**config.mk**
```make
export PLATFORM = sky130hd
export DESIGN_NAME = length_prefixed_packet_deframer
export DESIGN_NICKNAME = d
export VERILOG_FILES = /design/src/sv/lpd_pkg.sv /design/src/sv/lpd_core.sv /design/src/sv/lpd_outbuf.sv /design/src/sv/length_prefixed_packet_deframer.sv
export SDC_FILE = /design/constraint.sdc
export NUM_CORES = 1
export LEC_CHECK = 0
export CAP_MARGIN = 30
export CORE_UTILIZATION = 40
export DETAILED_ROUTE_END_ITERATION = 6
export DONT_BUFFER_PORTS = 1
export SLEW_MARGIN = 25
export SYNTH_ARGS = -nofsm -noshare
export SYNTH_HDL_FRONTEND = slang
export SYNTH_SLANG_ARGS = --single-unit
```
**constraint.sdc**
```tcl
create_clock -name clock -period 12.6 [get_ports clock]
set_input_delay 0.63 -clock clock [delete_from_list [all_inputs] [get_ports clock]]
set_output_delay 0.63 -clock clock [all_outputs]
set_load 0.05 [all_outputs]
```
**src/sv/lpd_pkg.sv**
```systemverilog
package lpd_pkg;

   localparam int BYTE_W     = 8;
   localparam int WORD_W     = 32;
   localparam int WORD_BYTES = 4;
   localparam int TOP_SHIFT  = 24;

   typedef enum logic [2:0] {
      PH_IDLE     = 3'd0,
      PH_TYPE     = 3'd1,
      PH_LENGTH   = 3'd2,
      PH_PAYLOAD  = 3'd3,
      PH_TRAILER  = 3'd4,
      PH_COMPLETE = 3'd5
   } phase_type;

   typedef struct packed {
      logic                cmd;
      logic [BYTE_W-1:0]   rx_byte;
   } req_type;

   typedef struct packed {
      phase_type           phase;
      logic                payload_valid;
      logic [BYTE_W-1:0]   payload_byte;
      logic                payload_last;
      logic                packet_complete;
      logic [WORD_W-1:0]   packet_type;
      logic [WORD_W-1:0]   payload_length;
      logic [WORD_W-1:0]   trailer_word;
   } rsp_type;

endpackage

```
**src/sv/lpd_core.sv**
```systemverilog
module lpd_core (
   input  logic             clock,
   input  logic             reset,
   input  logic             fire,
   input  lpd_pkg::req_type req,
   output lpd_pkg::rsp_type rsp
);
   import lpd_pkg::*;

   phase_type           phase_ff, phase_in;
   logic [WORD_W-1:0]   cnt_ff, cnt_in;
   logic [WORD_W-1:0]   type_ff, type_in;
   logic [WORD_W-1:0]   length_ff, length_in;
   logic [WORD_W-1:0]   trailer_ff, trailer_in;
   logic [WORD_W:0]     cnt_inc;
   logic                word_done;
   logic                body_done;
   logic                pvalid, plast;

   function automatic logic [WORD_W-1:0] shift_in(input logic [WORD_W-1:0] word,
                                                 input logic [BYTE_W-1:0] b);
      shift_in = {b, word[WORD_W-1:BYTE_W]};
   endfunction

   assign cnt_inc   = {1'b0, cnt_ff} + {{WORD_W{1'b0}}, 1'b1};
   assign word_done = cnt_inc >= (WORD_W+1)'(WORD_BYTES);
   assign body_done = cnt_inc >= {1'b0, length_ff};

   always_comb begin
      phase_in   = phase_ff;
      cnt_in     = cnt_ff;
      type_in    = type_ff;
      length_in  = length_ff;
      trailer_in = trailer_ff;
      pvalid     = 1'b0;
      plast      = 1'b0;
      if (req.cmd) begin
         phase_in = PH_IDLE;
         cnt_in   = '0;
      end else begin
         case (phase_ff)
            PH_IDLE: begin
               length_in  = '0;
               trailer_in = '0;
               type_in    = {req.rx_byte, {TOP_SHIFT{1'b0}}};
               cnt_in     = WORD_W'(1);
               phase_in   = PH_TYPE;
            end
            PH_TYPE: begin
               type_in = shift_in(type_ff, req.rx_byte);
               cnt_in  = cnt_inc[WORD_W-1:0];
               if (word_done) begin
                  cnt_in   = '0;
                  phase_in = PH_LENGTH;
               end
            end
            PH_LENGTH: begin
               length_in = shift_in(length_ff, req.rx_byte);
               cnt_in    = cnt_inc[WORD_W-1:0];
               if (word_done) begin
                  cnt_in   = '0;
                  // empty body skips straight to the trailer
                  phase_in = (length_in == '0) ? PH_TRAILER : PH_PAYLOAD;
               end
            end
            PH_PAYLOAD: begin
               pvalid = 1'b1;
               cnt_in = cnt_inc[WORD_W-1:0];
               if (body_done) begin
                  plast    = 1'b1;
                  cnt_in   = '0;
                  phase_in = PH_TRAILER;
               end
            end
            PH_TRAILER: begin
               trailer_in = shift_in(trailer_ff, req.rx_byte);
               cnt_in     = cnt_inc[WORD_W-1:0];
               if (word_done) begin
                  cnt_in   = '0;
                  phase_in = PH_COMPLETE;
               end
            end
            default: begin
            end
         endcase
      end
   end

   always_ff @(posedge clock) begin
      if (reset) begin
         phase_ff   <= PH_IDLE;
         cnt_ff     <= '0;
         type_ff    <= '0;
         length_ff  <= '0;
         trailer_ff <= '0;
      end else if (fire) begin
         phase_ff   <= phase_in;
         cnt_ff     <= cnt_in;
         type_ff    <= type_in;
         length_ff  <= length_in;
         trailer_ff <= trailer_in;
      end
   end

   always_comb begin
      rsp.phase           = phase_in;
      rsp.payload_valid   = pvalid;
      rsp.payload_byte    = pvalid ? req.rx_byte : '0;
      rsp.payload_last    = plast;
      rsp.packet_complete = (phase_in == PH_COMPLETE);
      rsp.packet_type     = type_in;
      rsp.payload_length  = length_in;
      rsp.trailer_word    = trailer_in;
   end

endmodule

```
**src/sv/lpd_outbuf.sv**
```systemverilog
module lpd_outbuf (
   input  logic             clock,
   input  logic             reset,
   input  logic             in_valid,
   output logic             in_ready,
   input  lpd_pkg::rsp_type in_data,
   output logic             out_valid,
   input  logic             out_ready,
   output lpd_pkg::rsp_type out_data
);
   import lpd_pkg::*;

   logic    main_valid_ff;
   rsp_type main_data_ff;
   logic    skid_valid_ff;
   rsp_type skid_data_ff;
   logic    fire;
   logic    drain;

   assign in_ready  = !skid_valid_ff;
   assign fire      = in_valid && in_ready;
   assign drain     = out_ready || !main_valid_ff;
   assign out_valid = main_valid_ff;
   assign out_data  = main_data_ff;

   always_ff @(posedge clock) begin
      if (reset) begin
         main_valid_ff <= 1'b0;
         skid_valid_ff <= 1'b0;
      end else if (drain) begin
         if (skid_valid_ff) begin
            main_valid_ff <= 1'b1;
            skid_valid_ff <= 1'b0;
         end else begin
            main_valid_ff <= fire;
         end
      end else if (fire) begin
         // main register stalled, park the request result in the skid slot
         skid_valid_ff <= 1'b1;
      end
   end

   always_ff @(posedge clock) begin
      if (drain) begin
         main_data_ff <= skid_valid_ff ? skid_data_ff : in_data;
      end
      if (!drain && fire) begin
         skid_data_ff <= in_data;
      end
   end

endmodule

```
**src/sv/length_prefixed_packet_deframer.sv**
```systemverilog
// Length-prefixed packet deframer.
// Request channel (req_valid/req_ready): one request per ready cycle, either a
// received byte (req_cmd = 0, req_rx_byte) or a restart to idle (req_cmd = 1).
// A frame is a 4-byte type, a 4-byte length, that many body bytes and a
// 4-byte trailer, all words little-endian. A zero length skips the body.
// Result channel (rsp_valid/rsp_ready): exactly one result per request, in
// order, carrying the phase after the request, the body byte with its
// valid and last marks, the complete flag and the assembled words.
// Bytes after the trailer are ignored until a restart request.
// Results are registered in the output stage; throughput is one request per
// cycle while req_ready is high, set by the state update of the framing
// state register.
// A two-entry output stage (result register plus skid slot) lets one more
// request in while a result waits; req_ready drops only when both are full
// and recovers the cycle after rsp_ready returns.
// Synchronous reset returns to idle with all words cleared and no result
// pending.
module length_prefixed_packet_deframer (
   input  logic                        clock,
   input  logic                        reset,
   input  logic                        req_valid,
   output logic                        req_ready,
   input  logic                        req_cmd,
   input  logic [lpd_pkg::BYTE_W-1:0]  req_rx_byte,
   output logic                        rsp_valid,
   input  logic                        rsp_ready,
   output logic [2:0]                  rsp_phase,
   output logic                        rsp_payload_valid,
   output logic [lpd_pkg::BYTE_W-1:0]  rsp_payload_byte,
   output logic                        rsp_payload_last,
   output logic                        rsp_packet_complete,
   output logic [lpd_pkg::WORD_W-1:0]  rsp_packet_type,
   output logic [lpd_pkg::WORD_W-1:0]  rsp_payload_length,
   output logic [lpd_pkg::WORD_W-1:0]  rsp_trailer_word
);
   import lpd_pkg::*;

   req_type req;
   rsp_type core_rsp;
   rsp_type out_rsp;
   logic    fire;

   assign req.cmd     = req_cmd;
   assign req.rx_byte = req_rx_byte;
   assign fire        = req_valid && req_ready;

   lpd_core u_core (
      .clock (clock),
      .reset (reset),
      .fire  (fire),
      .req   (req),
      .rsp   (core_rsp)
   );

   lpd_outbuf u_outbuf (
      .clock     (clock),
      .reset     (reset),
      .in_valid  (req_valid),
      .in_ready  (req_ready),
      .in_data   (core_rsp),
      .out_valid (rsp_valid),
      .out_ready (rsp_ready),
      .out_data  (out_rsp)
   );

   assign rsp_phase           = out_rsp.phase;
   assign rsp_payload_valid   = out_rsp.payload_valid;
   assign rsp_payload_byte    = out_rsp.payload_byte;
   assign rsp_payload_last    = out_rsp.payload_last;
   assign rsp_packet_complete = out_rsp.packet_complete;
   assign rsp_packet_type     = out_rsp.packet_type;
   assign rsp_payload_length  = out_rsp.payload_length;
   assign rsp_trailer_word    = out_rsp.trailer_word;

endmodule

```
==> metrics <==
Worst EP arrival=6140 ps; Crit. path cell count=17; die width=201.6 um; post_cts resized=0; worst rel slew slack=about two fifths; Seq cells post-synth=around 350; fin crit share=a little under half; cts hold-fix bufs=0; Worst Hold Class=input port to register; gr usage total=around 18%; vias in the first global route=slightly above 10000; First-pass DRT Iterations=6; number of enable flip-flop cells after synthesis=220; Power, Total=2.673 mW; P&R area growth vs syn=10.08%; Synth area leader=edfxtp_1; Internal=between 1.5 and 2 mW; Layout Skew=19.44 ps; Reg2Reg Depth=17; Setup TNS=0 ps; DRT antenna net count=0; final hold violation count=0; Synth Flop Type=edfxtp_1; CTS tree=done; Psw=~0.71 mW; final slew viol count=0; pre-CTS setup slack=6986 ps; clock-pin slew on the worst setup and hold paths=approximately 60 ps; LEAKAGE=approximately 6.6 nW; Post-CTS Setup Bufs=0; initial DRC count=794; Ports=approximately 130; final net count=about 1500; Post-route DRC=0; Crit-path slowest cell=a2111oi_4; Logic pwr share=approximately 5.8%; Ant. Diodes=0; critical-path maximum fanout=13; crit-path cells=ha_1, and4_1, and4_1, nand3_1, xnor2_1, ha_1, a21oi_1, o21a_1, o211ai_1, or4_1, a21boi_0, o311ai_2, nand3_1, a2111oi_4, buf_4, a21oi_1, o21ai_0; cells after synthesis=1455; delay-heaviest family, CP=compound AO/OA/AOI/OAI gates; starting density of the core=between 40% and 50%; final setup margin=between 6000 and 7000 ps; initial antenna violation count=0; cts bufs inserted=38; Syn Nets=1500; Post-DP HPWL=24410 um; clock share of power=40.1%; row count=72; clock root buffer master=clkbuf_16; Tmin final=around 5700 ps; WHS Path Cells=1; critical path class=register to register; die span in y=between 200 and 250 um; Req. time, crit path=13050 ps; layout cells sized above 1=between 15 and 20%; Switching Fraction=26.49%; CP startpoint kind=register; Power per Cell Area=between 150 and 200 nW/um2; via count=around 11000; Port Buffers=0; largest cells by area after synthesis=edfxtp_1 (41%), dfxtp_1 (17%), mux2_2 (8.1%); worst slew pin tran=876.1 ps; Routed WL per cell=19.13 um; worst path buffer plus inverter count=1; Overflow after GRT=0; Fmax=between 0.15 and 0.2 GHz; largest net degree at the start of global routing=around 130; maximum buffer depth of the clock tree=3; DRT Wirelength=about 37000 um; Via density=approximately 5.5; Synth async-reset ratio=0%; die area=just over 40000 um2; status=finished, final reports clean; clock sink count=353; final setup fails=0; Max VDD drop=0.08700 mV; Post-Syn Area=15930 um2; Seq pwr share=between 50% and 60%; CP endpoint kind=register; syn_area_per_cell=~11 um2; utilization after layout=~45%; H-tree level count=2; CP peak stage delay=slightly below 700 ps; synth unique cells=between 60 and 70; post-synth top area share=41.47%; GPL Wtd Cong=about 0.9; global-route wire length before repair=between 50000 and 60000 um; RSZ-0062 raised after global routing=no; core area=around 40000 um2; total of max-cap violations=0; yosys warns=0; register area share after synthesis=58.18%; Worst-Skew Late Latency=between 500 and 600 ps
-- state kept, by name, summed over array words and instances (netlist names) --
name / flops
u_core.cnt_ff: 32
u_outbuf.out_data: 110
u_outbuf.skid_valid_ff: 1
u_outbuf.skid_data_ff: 110
u_core.type_ff: 32
u_core.trailer_ff: 32
u_core.phase_ff: 3
u_core.length_ff: 32
u_outbuf.out_valid: 1
-- cell usage in the layout, fill, tap and decap left out, drive strengths merged, types with 14 or more instances in the layout --
cell    netlist  final
edfxtp      220    220
nor2        200    200
dfxtp       133    133
mux2        115    115
nand2       109    109
nand3        88     88
nor3         85     85
clkbuf       75     55
o21ai        48     48
inv          39     44
a211oi       34     34
ha           32     32
a21oi        31     31
a22o         24     24
nand4        20     20
xnor2        19     19
a22oi        19     19
buf          30     16
nor4         16     16
and2         15     15
xor2         14     14
-- routing by layer --
| layer | vias up | global-route usage, % | wire length [um] |
|---|---|---|---|
| met4 | 0 | 4.762 | 689 |
| li1 | 5171 | - | - |
| met1 | 5273 | 24.92 | 16940 |
| met5 | - | 0 | 0 |
| met3 | 51 | 2.802 | 1722 |
| met2 | 269 | 30.32 | 18040 |
-- worst register-to-register path, cell delays in order (launching register included) --
cell	delay (ps)
dfxtp_1	520
ha_1	370
and4_1	390
and4_1	500
nand3_1	150
xnor2_1	310
ha_1	330
a21oi_1	170
o21a_1	200
o211ai_1	90
or4_1	500
a21boi_0	140
o311ai_2	360
nand3_1	290
a2111oi_4	690
buf_4	320
a21oi_1	90
o21ai_0	180
-- per-stage QoR --
| step | hold WS [ps] | cells | cell area [um2] |
|---|---|---|---|
| after floorplan | 458.1 | 1455 | 15930 |
| after global routing | 158.6 | 1954 | 17540 |
| after global placement | 481.7 | 1881 | 16280 |
| final | 167.3 | 1954 | 17540 |
| after detailed placement | 477.4 | 1883 | 16320 |
| after CTS | 143.5 | 1953 | 17510 |
-- power by group through the flow --
stage / combinational [mW] / clock (mW) / sequential [mW]
after floorplan: 0.125 / 0 / 1.46
after global placement: 0.153 / 0 / 1.47
after detailed placement: 0.156 / 0 / 1.47
after CTS: 0.157 / 1.10 / 1.45
after global routing: 0.176 / 1.14 / 1.45
final: 0.156 / 1.07 / 1.45
-- path summary, 6_finish.rpt --
check | start | endpoint | slack [ps]
max | u_core.cnt_ff[0] | u_core.cnt_ff[21] | 6910
min reg2reg | u_core.type_ff[7] | u_core.type_ff[7] | 500
min | reset | u_outbuf.out_valid | 170
max reg2reg | u_core.cnt_ff[0] | u_core.cnt_ff[21] | 6910
-- synth_stat cells, drive strengths merged (3+ instances only) --
| cell | number |
|---|---|
| or4 | 8 |
| dfxtp | 133 |
| a211oi | 34 |
| nand3b | 3 |
| or3 | 6 |
| nor2 | 200 |
| a22oi | 19 |
| ha | 32 |
| and4 | 5 |
| o21ai | 48 |
| nor4 | 16 |
| xor2 | 14 |
| nand2b | 5 |
| nor3 | 85 |
| nand4 | 20 |
| and2 | 15 |
| or2 | 8 |
| nand3 | 88 |
| inv | 39 |
| nand2 | 109 |
| a21oi | 31 |
| o211ai | 4 |
| a31oi | 6 |
| edfxtp | 220 |
| clkbuf | 75 |
| o31ai | 3 |
| buf | 30 |
| a22o | 24 |
| mux2 | 115 |
| o31a | 3 |
| and3 | 8 |
| mux2i | 5 |
| nor2b | 4 |
| xnor2 | 19 |
| a21o | 5 |
-- layout make-up --
| type | count | area (um2) |
|---|---|---|
| fillers | 3590 | 21470 |
| flip-flops and latches | 353 | 9269 |
| well taps | 518 | 648.1 |
| clock buffers | 55 | 1055 |
| clock inverters | 15 | 135.1 |
| multi-input cells | 958 | 6135 |
| repair buffers | 16 | 145.1 |
| inverters | 39 | 148.9 |
-- cells by family (layout without fill, tap and decap cells) --
logic type | count (synthesis) | count (layout) | synth area share [%]
AO/OA/AOI/OAI | 191 | 191 | 8.286
XOR/XNOR | 33 | 33 | 1.814
adder cells (fa/ha/maj) | 34 | 34 | 2.639
buffers and inverters | 144 | 125 | 3.676
flip-flops | 353 | 353 | 58.18
multiplexers | 120 | 120 | 8.443
AND/OR/NAND/NOR | 580 | 580 | 16.96
(Power assumes the default switching activity.)
